--- src/rtl/core/hsi2rgb_pkg.sv ---
// hsi2rgb_pkg: widths, fixed-point constants and the ratio rom builder for the
// hsi to rgb converter core. no dependencies.
package hsi2rgb_pkg;

    localparam int HUE_BITS         = 16;
    localparam int RATIO_TABLE_BITS = 10;
    localparam int TABLE_SIZE       = 1 << RATIO_TABLE_BITS;
    localparam int IDX_RSHIFT = (HUE_BITS > RATIO_TABLE_BITS) ? HUE_BITS - RATIO_TABLE_BITS : 0;
    localparam int IDX_LSHIFT = (RATIO_TABLE_BITS > HUE_BITS) ? RATIO_TABLE_BITS - HUE_BITS : 0;

    // port field widths
    localparam int HUE_W   = 16;
    localparam int UNIT_W  = 17;
    localparam int LEVEL_W = 8;
    localparam int S_DATA_W = 56;
    localparam int M_DATA_W = 24;

    localparam logic [UNIT_W-1:0] UNIT_Q16 = 17'd65536;

    // datapath widths
    localparam int RATIO_W = 16;  // q2.14 signed
    localparam int INT255_W = 24; // 255 * intensity
    localparam int TERM_W  = 33;  // clamped q30 channel term, non-negative
    localparam int PROD_W  = INT255_W + TERM_W;
    localparam int SCALE_SHIFT = 46;
    localparam int WIDE_W  = PROD_W - SCALE_SHIFT; // level * 3 before clamp
    localparam logic [WIDE_W-1:0] CLAMP_AT = 11'd768;
    localparam logic [9:0] RECIP3 = 10'd683;     // 2^11 / 3, rounded up

    localparam logic [1:0] SECTOR_0 = 2'd0;
    localparam logic [1:0] SECTOR_1 = 2'd1;
    localparam logic [1:0] SECTOR_2 = 2'd2;

    localparam logic [63:0] Q30_ONE     = 64'd1073741824;
    localparam logic [63:0] PI3_Q30     = 64'd1124419809;
    localparam logic [63:0] TWO_PI3_Q30 = 64'd2248839617;
    localparam logic [63:0] S3H_Q30     = 64'd929887697;

    typedef logic signed [RATIO_W-1:0] ratio_t;
    typedef ratio_t ratio_rom_t [TABLE_SIZE];

    typedef struct packed {
        logic [TERM_W-1:0] x;
        logic [TERM_W-1:0] y;
        logic [TERM_W-1:0] z;
    } term_set_t;

    // restoring long division, used only while the rom is built
    function automatic logic [63:0] udiv64(input logic [63:0] num, input logic [63:0] den);
        logic [63:0] quo;
        logic [64:0] rem;
        quo = '0;
        rem = '0;
        for (int b = 63; b >= 0; b--) begin
            rem = {rem[63:0], num[b]};
            if (rem >= {1'b0, den}) begin
                rem    = rem - {1'b0, den};
                quo[b] = 1'b1;
            end
        end
        return quo;
    endfunction

    // cos(h)/cos(60deg-h) = 0.5 - (sqrt3/2)*tan(h - 60deg), taylor series in q30
    function automatic ratio_t ratio_entry(input int unsigned idx);
        logic [63:0] h;
        logic [63:0] a;
        logic [63:0] a2;
        logic [63:0] st;
        logic [63:0] ct;
        logic [63:0] t;
        logic [63:0] q;
        logic signed [63:0] s;
        logic signed [63:0] c;
        logic signed [63:0] r;
        logic neg;
        h   = (64'(idx) * TWO_PI3_Q30) >> RATIO_TABLE_BITS;
        neg = (h < PI3_Q30);
        a   = neg ? PI3_Q30 - h : h - PI3_Q30;
        a2  = (a * a) >> 30;
        st  = a;
        ct  = Q30_ONE;
        s   = $signed(a);
        c   = $signed(Q30_ONE);
        for (int k = 1; k <= 12; k++) begin
            st = udiv64((st * a2) >> 30, 64'((2 * k) * (2 * k + 1)));
            ct = udiv64((ct * a2) >> 30, 64'((2 * k - 1) * (2 * k)));
            if ((k & 1) != 0) begin
                s = s - $signed(st);
                c = c - $signed(ct);
            end else begin
                s = s + $signed(st);
                c = c + $signed(ct);
            end
        end
        if (s < 0) s = 0;
        if (c < 1) c = 1;
        t = udiv64(S3H_Q30 * $unsigned(s), $unsigned(c));
        q = (t + 64'd32768) >> 16;
        r = neg ? 64'sd8192 + $signed(q) : 64'sd8192 - $signed(q);
        if (r > 64'sd32767) r = 64'sd32767;
        if (r < -64'sd32768) r = -64'sd32768;
        return r[RATIO_W-1:0];
    endfunction

    function automatic ratio_rom_t build_ratio_rom();
        ratio_rom_t rom;
        for (int i = 0; i < TABLE_SIZE; i++) begin
            rom[i] = ratio_entry(i);
        end
        return rom;
    endfunction

endpackage

--- src/rtl/core/hsi2rgb_lane.sv ---
// hsi2rgb_lane: one channel, 255*I*term scaled down, divided by three, clamped.
// depends on hsi2rgb_pkg.
module hsi2rgb_lane
    import hsi2rgb_pkg::*;
(
    input  logic                aclk,
    input  logic                en,
    input  logic [INT255_W-1:0] int255,
    input  logic [TERM_W-1:0]   term,
    output logic [LEVEL_W-1:0]  level
);

    logic [PROD_W-1:0] prod;
    logic [WIDE_W-1:0] wide_reg;
    logic [19:0]       third;

    assign prod = PROD_W'(int255) * PROD_W'(term);

    always_ff @(posedge aclk) begin
        if (en) begin
            wide_reg <= prod[PROD_W-1:SCALE_SHIFT];
        end
    end

    // exact divide by three for values below 768
    assign third = 20'(wide_reg[9:0]) * 20'(RECIP3);
    assign level = (wide_reg >= CLAMP_AT) ? 8'd255 : third[18:11];

endmodule
--- config.mk ---
export PLATFORM = sky130hd
export DESIGN_NAME = hsi2rgb_lane
export DESIGN_NICKNAME = d
export VERILOG_FILES = /design/src/rtl/core/hsi2rgb_pkg.sv /design/src/rtl/core/hsi2rgb_lane.sv
export SDC_FILE = /design/constraint.sdc
export NUM_CORES = 2
export LEC_CHECK = 0
export ABC_AREA = 1
export BUFFER_PORTS_ARGS = -buffer_cell sky130_fd_sc_hd__buf_2
export CORE_MARGIN = 2
export CORE_UTILIZATION = 25
export CTS_BUF_LIST = sky130_fd_sc_hd__clkbuf_2
export CTS_CLUSTER_SIZE = 20
export DETAILED_ROUTE_END_ITERATION = 16
export SKIP_CTS_REPAIR_TIMING = 1
export SLEW_MARGIN = 10
export SYNTH_ARGS = -nofsm -noshare
export SYNTH_HDL_FRONTEND = slang
export SYNTH_SLANG_ARGS = --single-unit
--- constraint.sdc ---
create_clock -name aclk -period 8.2 [get_ports aclk]
set_input_delay 0.82 -clock aclk [delete_from_list [all_inputs] [get_ports aclk]]
set_output_delay 0.82 -clock aclk [all_outputs]
set_load 0.005 [all_outputs]
==> out/qor.csv <==
metric;value;unit
Area growth syn-to-layout;6.530;%
YS warnings;0;
Seq/Total Area, Yosys;1.166;%
# IOs;67;
Num CTS Buffers;3;
slew margin rel.;35.57;%
final slew viol count;0;
total number of vias;22010;
slew of the pin with the lowest slew margin;0.9664;ns
width of the die;340.6;um
remaining antenna violation count;0;
crit path time final;7.072;ns
Max Buffers Root-to-Sink;2;
CTS tree;built;
DRC Markers;0;
synthesized instance count;3763;
grt ovf;0;
startpoint type of the worst setup path;primary input;
#FFs+latches synth;11;
H-tree depth;1;
final period utilization;86.25;%
crit end category;flop;
max cap viols;0;
Core Region;112300;sq um
hold crit path type;in -> reg;
Crit Path Class;in -> reg;
antenna violations before repair;9;
Mapped Avg Cell Area;7.525;sq um
post-synthesis cell type count;29;
Max FO, Critical Path;33;
CTS Root Cell;clkbuf_2;
drt first pass iters;5;
RD Place Congestion;0.8791;
final instance area;30170;sq um
share of layout cells above drive strength 1;3.133;%
vias per cell;4.228;
Synth Net Count;4759;
RSZ-0062 raised after global routing;false;
largest net degree at the start of global routing;34;
clock-pin slew on the worst setup and hold paths;0.11;ns
CP arrival;7.09;ns
IO buf count;66;
# nets final;4699;
first-pass GRT wire length;125.2;mm
WHS;0.9420;ns
final setup vio count;0;
fmax;141.4;MHz
Hold Vio Cnt, Final;0;
setup_tns;0;ns
GRT Total Usage;13.32;%
die area;116000;sq um
post-DP HPWL;63.76;mm
WL final;74.03;mm
final core utilization;26.85;%
vias in the first global route;24000;
cell area after synthesis;28320;sq um
Initial DRC Count;1197;
Critical path origin;int255[9];
die height;340.6;um
max FFs per register;11;
Initial Utilization;25.21;%
CP required;8.22;ns
outcome;complete, no violations;
Placed Instance Area;30140;sq um
CTS Sinks;11;
Avg WL per Cell;14.23;um
hold_sp;en;
# rows;123;
## per-layer routing
metal | global-route usage (%) | wire length (um) | vias to the layer above
met3 | 1.097 | 3501 | 104
li1 | - | - | 10240
met2 | 24.03 | 36950 | 528
met1 | 17.25 | 31820 | 11120
met4 | 3.065 | 1685 | 12
met5 | 0 | 70 | -
## final timing paths
kind                                 to  cells past startpoint
setup / recovery  wide_reg[8]$_DFFE_PP_                     24
hold / removal    wide_reg[4]$_DFFE_PP_                      1
## stage by stage
stage	worst slack, ns	cells
6_report	1.128	5204
3_3_place_gp	0.9049	5198
2_1_floorplan	1.745	3763
5_1_grt	0.8005	5204
4_1_cts	1.168	5202
3_5_place_dp	0.8975	5198
## cell type report
cell class,count,area [sq um]
sequential,11,330.3
tap,1500,1877
inverter,1280,4805
multi-input combinational,2312,22580
fill,12310,82180
antenna,2,5.005
timing repair buffer,95,548.0
clock buffer,4,20.02
## placed cells by master (no fill, tap or decap), types with 18 or more instances in the layout
master      n
nor2_1     99
nand3_1    56
buf_2      66
o21ai_0    20
fa_1      700
o21ai_1    18
ha_1      237
inv_1    1267
a21oi_1    79
buf_4      29
nand2_1  1033
## logic make-up after synthesis
kind of cell / Yosys count / share of synthesized area, %
buffers and inverters: 1440 / 19.09
AND/OR/NAND/NOR: 1222 / 16.73
adder cells (fa/ha/maj): 937 / 59.96
AO/OA/AOI/OAI: 145 / 2.806
flip-flops: 11 / 1.167
XOR/XNOR: 8 / 0.2474
## cell usage after synthesis
cell type / instances / area [sq um]
nand2_1: 1033 / 3877
o21bai_1: 8 / 60.06
inv_2: 12 / 45.04
nand4_1: 5 / 31.28
nor2_2: 3 / 18.77
o21ai_0: 20 / 100.1
o21a_1: 2 / 15.01
fa_1: 700 / 14010
a21boi_0: 2 / 15.01
xor2_1: 2 / 17.52
clkbuf_1: 159 / 596.8
a21boi_1: 1 / 7.510
ha_1: 237 / 2965
nand3b_1: 5 / 37.54
nand3_1: 56 / 280.3
a21o_1: 14 / 105.1
nor3_1: 14 / 70.07
nand2b_1: 1 / 6.260
o22ai_1: 1 / 6.260
xnor2_1: 6 / 52.55
nor3_2: 2 / 20.02
nor4_1: 4 / 25.02
a21oi_1: 79 / 395.4
buf_1: 1 / 3.750
nor2_1: 99 / 371.6
o21ai_1: 18 / 90.09
clkinv_1: 1 / 3.750
inv_1: 1267 / 4756
edfxtp_1: 11 / 330.3
## worst max-delay path, stage by stage
cell,delay (ns)
buf_2,0.62
nand2_1,0.18
fa_1,0.59
inv_1,0.06
fa_1,0.53
inv_1,0.05
fa_1,0.49
inv_1,0.05
fa_1,0.61
fa_1,0.46
fa_1,0.49
inv_1,0.05
fa_1,0.47
inv_1,0.04
ha_1,0.32
nand2_1,0.15
nor2_1,0.23
inv_1,0.12
nor3_1,0.27
nand2_1,0.11
nor2_1,0.10
nand2_1,0.08
nand3_1,0.09
nand2_1,0.05
Power is not shown: default switching activity piles up to over one toggle a cycle in this logic, so the estimate is an artifact.
