===== src/rtl/core/hsi2rgb_pkg.sv =====
// hsi2rgb_pkg: widths, fixed-point constants and the ratio rom builder for the
// hsi to rgb converter core. no dependencies.
package hsi2rgb_pkg;

    localparam int HUE_BITS         = 16;
    localparam int RATIO_TABLE_BITS = 10;
    localparam int TABLE_SIZE       = 1 << RATIO_TABLE_BITS;
    localparam int IDX_RSHIFT = (HUE_BITS > RATIO_TABLE_BITS) ? HUE_BITS - RATIO_TABLE_BITS : 0;
    localparam int IDX_LSHIFT = (RATIO_TABLE_BITS > HUE_BITS) ? RATIO_TABLE_BITS - HUE_BITS : 0;

    // port field widths
    localparam int HUE_W   = 16;
    localparam int UNIT_W  = 17;
    localparam int LEVEL_W = 8;
    localparam int S_DATA_W = 56;
    localparam int M_DATA_W = 24;

    localparam logic [UNIT_W-1:0] UNIT_Q16 = 17'd65536;

    // datapath widths
    localparam int RATIO_W = 16;  // q2.14 signed
    localparam int INT255_W = 24; // 255 * intensity
    localparam int TERM_W  = 33;  // clamped q30 channel term, non-negative
    localparam int PROD_W  = INT255_W + TERM_W;
    localparam int SCALE_SHIFT = 46;
    localparam int WIDE_W  = PROD_W - SCALE_SHIFT; // level * 3 before clamp
    localparam logic [WIDE_W-1:0] CLAMP_AT = 11'd768;
    localparam logic [9:0] RECIP3 = 10'd683;     // 2^11 / 3, rounded up

    localparam logic [1:0] SECTOR_0 = 2'd0;
    localparam logic [1:0] SECTOR_1 = 2'd1;
    localparam logic [1:0] SECTOR_2 = 2'd2;

    localparam logic [63:0] Q30_ONE     = 64'd1073741824;
    localparam logic [63:0] PI3_Q30     = 64'd1124419809;
    localparam logic [63:0] TWO_PI3_Q30 = 64'd2248839617;
    localparam logic [63:0] S3H_Q30     = 64'd929887697;

    typedef logic signed [RATIO_W-1:0] ratio_t;
    typedef ratio_t ratio_rom_t [TABLE_SIZE];

    typedef struct packed {
        logic [TERM_W-1:0] x;
        logic [TERM_W-1:0] y;
        logic [TERM_W-1:0] z;
    } term_set_t;

    // restoring long division, used only while the rom is built
    function automatic logic [63:0] udiv64(input logic [63:0] num, input logic [63:0] den);
        logic [63:0] quo;
        logic [64:0] rem;
        quo = '0;
        rem = '0;
        for (int b = 63; b >= 0; b--) begin
            rem = {rem[63:0], num[b]};
            if (rem >= {1'b0, den}) begin
                rem    = rem - {1'b0, den};
                quo[b] = 1'b1;
            end
        end
        return quo;
    endfunction

    // cos(h)/cos(60deg-h) = 0.5 - (sqrt3/2)*tan(h - 60deg), taylor series in q30
    function automatic ratio_t ratio_entry(input int unsigned idx);
        logic [63:0] h;
        logic [63:0] a;
        logic [63:0] a2;
        logic [63:0] st;
        logic [63:0] ct;
        logic [63:0] t;
        logic [63:0] q;
        logic signed [63:0] s;
        logic signed [63:0] c;
        logic signed [63:0] r;
        logic neg;
        h   = (64'(idx) * TWO_PI3_Q30) >> RATIO_TABLE_BITS;
        neg = (h < PI3_Q30);
        a   = neg ? PI3_Q30 - h : h - PI3_Q30;
        a2  = (a * a) >> 30;
        st  = a;
        ct  = Q30_ONE;
        s   = $signed(a);
        c   = $signed(Q30_ONE);
        for (int k = 1; k <= 12; k++) begin
            st = udiv64((st * a2) >> 30, 64'((2 * k) * (2 * k + 1)));
            ct = udiv64((ct * a2) >> 30, 64'((2 * k - 1) * (2 * k)));
            if ((k & 1) != 0) begin
                s = s - $signed(st);
                c = c - $signed(ct);
            end else begin
                s = s + $signed(st);
                c = c + $signed(ct);
            end
        end
        if (s < 0) s = 0;
        if (c < 1) c = 1;
        t = udiv64(S3H_Q30 * $unsigned(s), $unsigned(c));
        q = (t + 64'd32768) >> 16;
        r = neg ? 64'sd8192 + $signed(q) : 64'sd8192 - $signed(q);
        if (r > 64'sd32767) r = 64'sd32767;
        if (r < -64'sd32768) r = -64'sd32768;
        return r[RATIO_W-1:0];
    endfunction

    function automatic ratio_rom_t build_ratio_rom();
        ratio_rom_t rom;
        for (int i = 0; i < TABLE_SIZE; i++) begin
            rom[i] = ratio_entry(i);
        end
        return rom;
    endfunction

endpackage


===== src/rtl/core/hsi2rgb_terms.sv =====
// hsi2rgb_terms: q30 channel terms 1+S*R, 1+S*(1-R) and 1-S, clamped at zero.
// depends on hsi2rgb_pkg.
module hsi2rgb_terms
    import hsi2rgb_pkg::*;
(
    input  logic              aclk,
    input  logic              en,
    input  logic [UNIT_W-1:0] sat,
    input  ratio_t            ratio,
    output term_set_t         terms
);

    logic signed [UNIT_W:0]    sat_s;
    logic signed [RATIO_W+1:0] rest_s;
    logic signed [35:0]        sx;
    logic signed [35:0]        sy;
    logic [30:0]               sz;
    term_set_t                 terms_next;
    term_set_t                 terms_reg;

    always_comb begin
        sat_s  = $signed({1'b0, sat});
        rest_s = 18'sd16384 - 18'(ratio);
        sx = 36'sd1073741824 + 36'(sat_s * 36'(ratio));
        sy = 36'sd1073741824 + 36'(sat_s * 36'(rest_s));
        sz = 31'(UNIT_Q16 - sat) << 14;
        terms_next.x = (sx <= 0) ? '0 : sx[TERM_W-1:0];
        terms_next.y = (sy <= 0) ? '0 : sy[TERM_W-1:0];
        terms_next.z = TERM_W'(sz);
    end

    always_ff @(posedge aclk) begin
        if (en) begin
            terms_reg <= terms_next;
        end
    end

    assign terms = terms_reg;

endmodule


===== config.mk =====
export PLATFORM = sky130hd
export DESIGN_NAME = hsi2rgb_terms
export DESIGN_NICKNAME = d
export VERILOG_FILES = /design/src/rtl/core/hsi2rgb_pkg.sv /design/src/rtl/core/hsi2rgb_terms.sv
export SDC_FILE = /design/constraint.sdc
export NUM_CORES = 1
export LEC_CHECK = 0
export BUFFER_PORTS_ARGS = -buffer_cell sky130_fd_sc_hd__buf_2
export CAP_MARGIN = 10
export CORE_MARGIN = 5
export CORE_UTILIZATION = 45
export DETAILED_ROUTE_END_ITERATION = 6
export MAX_ROUTING_LAYER = met4
export SETUP_SLACK_MARGIN = 0.1
export SLEW_MARGIN = 40
export SYNTH_ARGS = -nofsm -noshare
export SYNTH_HDL_FRONTEND = slang
export SYNTH_SLANG_ARGS = --single-unit

===== constraint.sdc =====
create_clock -name aclk -period 8.9 [get_ports aclk]
set_input_delay 0.445 -clock aclk [delete_from_list [all_inputs] [get_ports aclk]]
set_output_delay 0.445 -clock aclk [all_outputs]
set_load 0.1 [all_outputs]

==> results of run 1 <==
cell usage in the layout (no fill, tap or decap), types with 3 or more instances in the layout:
| cell | count |
|---|---|
| nor2_1 | 99 |
| ha_1 | 260 |
| fa_1 | 432 |
| and2_1 | 217 |
| buf_4 | 38 |
| conb_1 | 16 |
| xor2_1 | 40 |
| a21o_1 | 34 |
| a21oi_1 | 62 |
| a211oi_1 | 9 |
| xnor2_1 | 41 |
| nor2b_1 | 15 |
| nand4_1 | 6 |
| o21a_1 | 4 |
| or4_1 | 3 |
| o211ai_1 | 9 |
| nand2b_1 | 20 |
| xnor2_4 | 3 |
| and3_1 | 4 |
| nor3_1 | 13 |
| and4_1 | 3 |
| or2_2 | 11 |
| edfxtp_1 | 83 |
| buf_2 | 116 |
| o21ai_0 | 27 |
| nand2_1 | 328 |
| nor4_1 | 5 |
| a31oi_1 | 6 |
| nand3_1 | 13 |
| clkbuf_16 | 9 |
| inv_1 | 517 |
metal layers:
| metal | wire length, um | GRT usage |
|---|---|---|
| met1 | 22800 | 0.277 |
| met2 | 26600 | 0.360 |
| met3 | 3970 | 0.0421 |
| met4 | 1690 | 0.0703 |
| met5 | 0 | - |
worst max-delay path, cell delays in order:
cell      delay, ns
buf_2          0.21
nor4_2         0.52
nand2b_1       0.17
or2_2          0.34
nor4_1         0.25
xnor2_1        0.37
buf_4          0.29
nand2_1        0.09
fa_1           0.54
inv_1          0.05
fa_1           0.48
fa_1           0.60
fa_1           0.44
fa_1           0.52
fa_1           0.43
ha_1           0.39
a21oi_1        0.22
o211ai_1       0.14
a221o_1        0.34
a32oi_2        0.31
a32oi_2        0.20
a311oi_2       0.37
o21ai_2        0.14
xnor2_4        0.15
buf_12         0.18
nor3_1         0.21
through the flow:
stage / util / hold slack (ns) / cells / worst slack, ns
6_report: 0.487 / 0.573 / 3147 / 0.701
5_1_grt: 0.487 / 0.589 / 3147 / 0.286
4_1_cts: 0.487 / 0.569 / 3146 / 0.802
3_5_place_dp: 0.481 / 0.999 / 3130 / 0.404
3_3_place_gp: 0.481 / 0.978 / 3130 / 0.596
2_1_floorplan: - / 0.544 / 2448 / 1.20
logic make-up after synthesis:
family / Yosys count / share of synthesized area
and+or+nand+nor: 745 / 0.160
xor gates and xnor gates: 85 / 0.0336
adders and majority gates: 692 / 0.531
AOI/OAI and AO/OA: 173 / 0.0496
buffers and inverters: 654 / 0.114
other: 1 / 0.000167
DFF: 83 / 0.111
area by class of cell:
type / count / area [sq um] / share of cell area
diodes: 1 / 2.50 / 0.000105
clock inverters: 5 / 53.8 / 0.00225
repair buffers: 155 / 886 / 0.0371
clock buffers: 11 / 233 / 0.00973
inverters: 517 / 1940 / 0.0812
flip-flops and latches: 83 / 2490 / 0.104
multi-input cells: 1711 / 17500 / 0.731
well taps: 664 / 831 / 0.0347
worst max-delay path by stage:
stage                   from   endpoint  slack (ns)  depth (start not counted)
finish              ratio[1]  terms[39]        0.70                         26
global route        ratio[1]  terms[39]        0.29                         26
CTS                 ratio[1]  terms[39]        0.80                         26
detailed placement  ratio[1]  terms[39]        0.40                         26
global placement    ratio[1]  terms[39]        0.60                         26
floorplan           ratio[9]  terms[39]        1.20                         25
==> results.toml, run 1 <==
[global_route]
grt_pass1_vias = 17900
grt.total_usage = 0.220
grt_max_degree = 48
antenna_found_initial = 1
overflow = 0
grt_pass1_wl_um = 91300

[synthesis]
synthArstFlopShare = 0
synth_top_area_frac = 0.386
yosys.cell_count.top_type = "inv_1"
synth_common_cells = "517 x inv_1, 432 x fa_1, 328 x nand2_1"
synth_seq_cells = 83
synth_area_leaders = "fa_1 39%, ha_1 15%, edfxtp_1 11%, inv_1 8.7%, and2_1 6.1%"
synthFlopType = "edfxtp_1"
synth_cells = 2433
ys_warn_count = 0
synth_area_sq_mm = 0.0224
synth-seq-area-share = 0.111
syn_area_per_cell_sq_um = 9.21
synth-edff-count = 83
yosysUniqueCellTypes = 56
synth_area_leader_cell = "fa_1"

[hold_path]
hold_path_startpoint = "en"
hold_depth = 1
hold_end = "terms[41]"
worstHoldPathType = "in -> reg"

[finish]
stdcell_area_sq_mm = 0.0239
drive_gt1_frac = 0.0770
largest_reg_flops = 83
syn2layout_area_growth_pct = 6.75
fillers = 4822
final_nets = 3204

[critical_path]
crit_type = "in -> reg"
end_kind = "flip-flop"
crit_required_ns = 9.13
path_max_fanout = 33
cp.arrival_ns = 8.43
start_kind = "input pin"

[floorplanning]
fp.dieH_um = 233
die_w_um = 233
start_util = 0.457
die_area_sq_mm = 0.0543
core.rowCount = 81
core_sq_mm = 0.0491
io_pins = 134

[drt]
ant_nets = 0
wl_per_cell_um = 17.5
drt_wl_total_um = 55100
vias = 16500
avgViaCountPerCell = 5.25
post-route-drc-count = 0
dr.pass1.iters = 7
drt_iter0_drc = 948

[cts]
clk_pin_slew_ns = 0.07
cts_buffers = 9
cts_setup_buffers = 0
clkSinkCount = 83
cts_max_path_buffers = 2
h-tree-depth = 3
root_buffer = "clkbuf_16"
cts_tree = "yes"
ctsResizeCount = 0
ctsHoldBuffers = 0

[sta]
hold_viol = 0
maxSlewHeadroom = 0.412
fmax_mhz = 122
tns_ns = 0
setup_viol = 0
period_needed_ns = 8.20
rsz0062_at_grt = "false"
fin_crit_sh = 0.921
tightest_slew_ns = 0.882
final-max-slew-violation-count = 0

[placed_design]
place_hpwl_um = 43400
port_buffers = 117
gp_congestion = 0.893
placed_cell_area_sq_mm = 0.0236

[job]
cap_violations = 0

[status]
status = "complete, no violations"
Power of run 1 is not shown: default switching activity piles up to over one toggle a cycle in this logic, so the estimate is an artifact.
==> run 2, diff against run 1 <==
Settings changed: ABC_AREA set to 1, CELL_PAD_IN_SITES_DETAIL_PLACEMENT set to 1, CELL_PAD_IN_SITES_GLOBAL_PLACEMENT set to 1, PLACE_DENSITY_LB_ADDON set to 0.1.
==> results.toml, run 2 <==
[drt]
avgViaCountPerCell = 5.19
drt_wl_total_um = 81900
ant_nets = 0
drt_iter0_drc = 1336
post-route-drc-count = 0
wl_per_cell_um = 20.1
vias = 21200
dr.pass1.iters = 5

[critical_path]
start_kind = "input pin"
path_max_fanout = 23
cp_common_cell = "nand2_1"
crit_required_ns = 9.02
cp.arrival_ns = 8.32
slowest_stage = "fa_1"
critPathMaxStageDelay_ns = 0.55
crit_type = "in -> reg"
end_kind = "flip-flop"

[synthesis]
synth-seq-area-share = 0.101
synth_area_leaders = "fa_1 35%, nand2_1 14%, inv_1 14%, ha_1 13%, edfxtp_1 10%"
synthArstFlopShare = 0
yosysUniqueCellTypes = 39
synthFlopType = "edfxtp_1"
synth_common_cells = "922 x nand2_1, 915 x inv_1, 432 x fa_1"
synth-edff-count = 83
yosys.cell_count.top_type = "nand2_1"
syn_area_per_cell_sq_um = 7.47
synth_top_area_frac = 0.350
synth_seq_cells = 83
synth_area_sq_mm = 0.0247
synth_area_leader_cell = "fa_1"
synth_cells = 3312
ys_warn_count = 0

[floorplanning]
start_util = 0.451
die_area_sq_mm = 0.0597
fp.dieH_um = 244
die_w_um = 244
io_pins = 134
core.rowCount = 86
core_sq_mm = 0.0548

[sta]
hold_viol = 0
fmax_mhz = 122
tightest_slew_ns = 0.881
period_needed_ns = 8.19
fin_crit_sh = 0.921
tns_ns = 0
rsz0062_at_grt = "false"
maxSlewHeadroom = 0.413
final-max-slew-violation-count = 0
setup_viol = 0

[hold_path]
hold_depth = 2
hold_path_startpoint = "sat[11]"
hold_end = "terms[25]"
worstHoldPathType = "in -> reg"

[status]
status = "complete, no violations"

[global_route]
overflow = 0
grt.total_usage = 0.288
antenna_found_initial = 3
grt_max_degree = 84
grt_pass1_vias = 23500
grt_pass1_wl_um = 131000

[finish]
layout_commonest_cell = "nand2_1"
final_nets = 4095
syn2layout_area_growth_pct = 6.43
stdcell_count = 4079
mostFrequentLayoutCells = "922 x nand2_1, 915 x inv_1, 432 x fa_1"
largest_reg_flops = 83
drive_gt1_frac = 0.0679

[cts]
cts_setup_buffers = 0
cts_buffers = 9
clkSinkCount = 83
clk_pin_slew_ns = 0.10
cts_tree = "yes"
cts_max_path_buffers = 2
root_buffer = "clkbuf_16"
ctsResizeCount = 0
h-tree-depth = 3
ctsHoldBuffers = 0

[placed_design]
port_buffers = 117
place_hpwl_um = 68200
gp_congestion = 0.941
dp_cells = 4060

[job]
cap_violations = 0
-- run 2: changes by cell type in the layout (fill, tap and decap cells not counted), sizes merged, moves of 15 or more --
cell    change
nand2     +604
inv       +409
and2      -212
nor2      +193
nand3      +78
xnor2      -39
a21o       -34
nand2b     -20
o21ai      -18
xor2       -18
nand4      +17
a21oi      -16
nor2b      -15
-- run 2: kinds of logic after synthesis --
kind of cell	Yosys count	synth area share
AOI/OAI and AO/OA	66	0.0147
xor gates and xnor gates	28	0.00992
adders and majority gates	692	0.481
buffers and inverters	1054	0.164
DFF	83	0.101
other	1	0.000152
and+or+nand+nor	1388	0.229
-- run 2: worst max-delay path by stage --
| stage | from | end | depth (start not counted) |
|---|---|---|---|
| floorplan | ratio[0] | terms[55] | 38 |
| CTS | ratio[0] | terms[47] | 44 |
| global route | ratio[0] | terms[47] | 44 |
| global placement | ratio[0] | terms[33] | 41 |
| finish | ratio[1] | terms[47] | 44 |
| detailed placement | ratio[0] | terms[33] | 44 |
-- run 2: worst max-delay path, delay by kind of cell --
| family | cells | cell delay [ns] |
|---|---|---|
| adder cells (fa/ha/maj) | 8 | 3.68 |
| AND/OR/NAND/NOR | 22 | 2.32 |
| buffers and inverters | 13 | 1.70 |
| AO/OA/AOI/OAI | 1 | 0.14 |
-- run 2: metal layers --
metal | vias to the layer above | routed length (um) | track usage
met5 | - | 0 | -
met4 | 0 | 1760 | 0.0641
met3 | 110 | 6030 | 0.0455
met2 | 667 | 35600 | 0.432
met1 | 10800 | 38600 | 0.416
li1 | 9607 | - | -
-- run 2: final cells by class --
class | instances | area [sq um]
fillers | 7005 | 28500
multi-input cells | 2190 | 18200
inverters | 934 | 3510
flip-flops and latches | 83 | 2490
well taps | 704 | 881
repair buffers | 150 | 860
clock buffers | 9 | 225
clock inverters | 6 | 114
diodes | 3 | 7.51
-- run 2: per-stage QoR --
stage,utilization,hold slack [ns],cell area [sq um],setup WS (ns)
after floorplan,-,0.544,24800,1.61
after global placement,0.474,0.956,25900,0.524
after detailed placement,0.474,0.972,25900,0.435
after CTS,0.480,0.562,26300,0.803
after global routing,0.480,0.580,26300,0.170
final,0.480,0.578,26300,0.706
Power of run 2 is left out for the same reason.
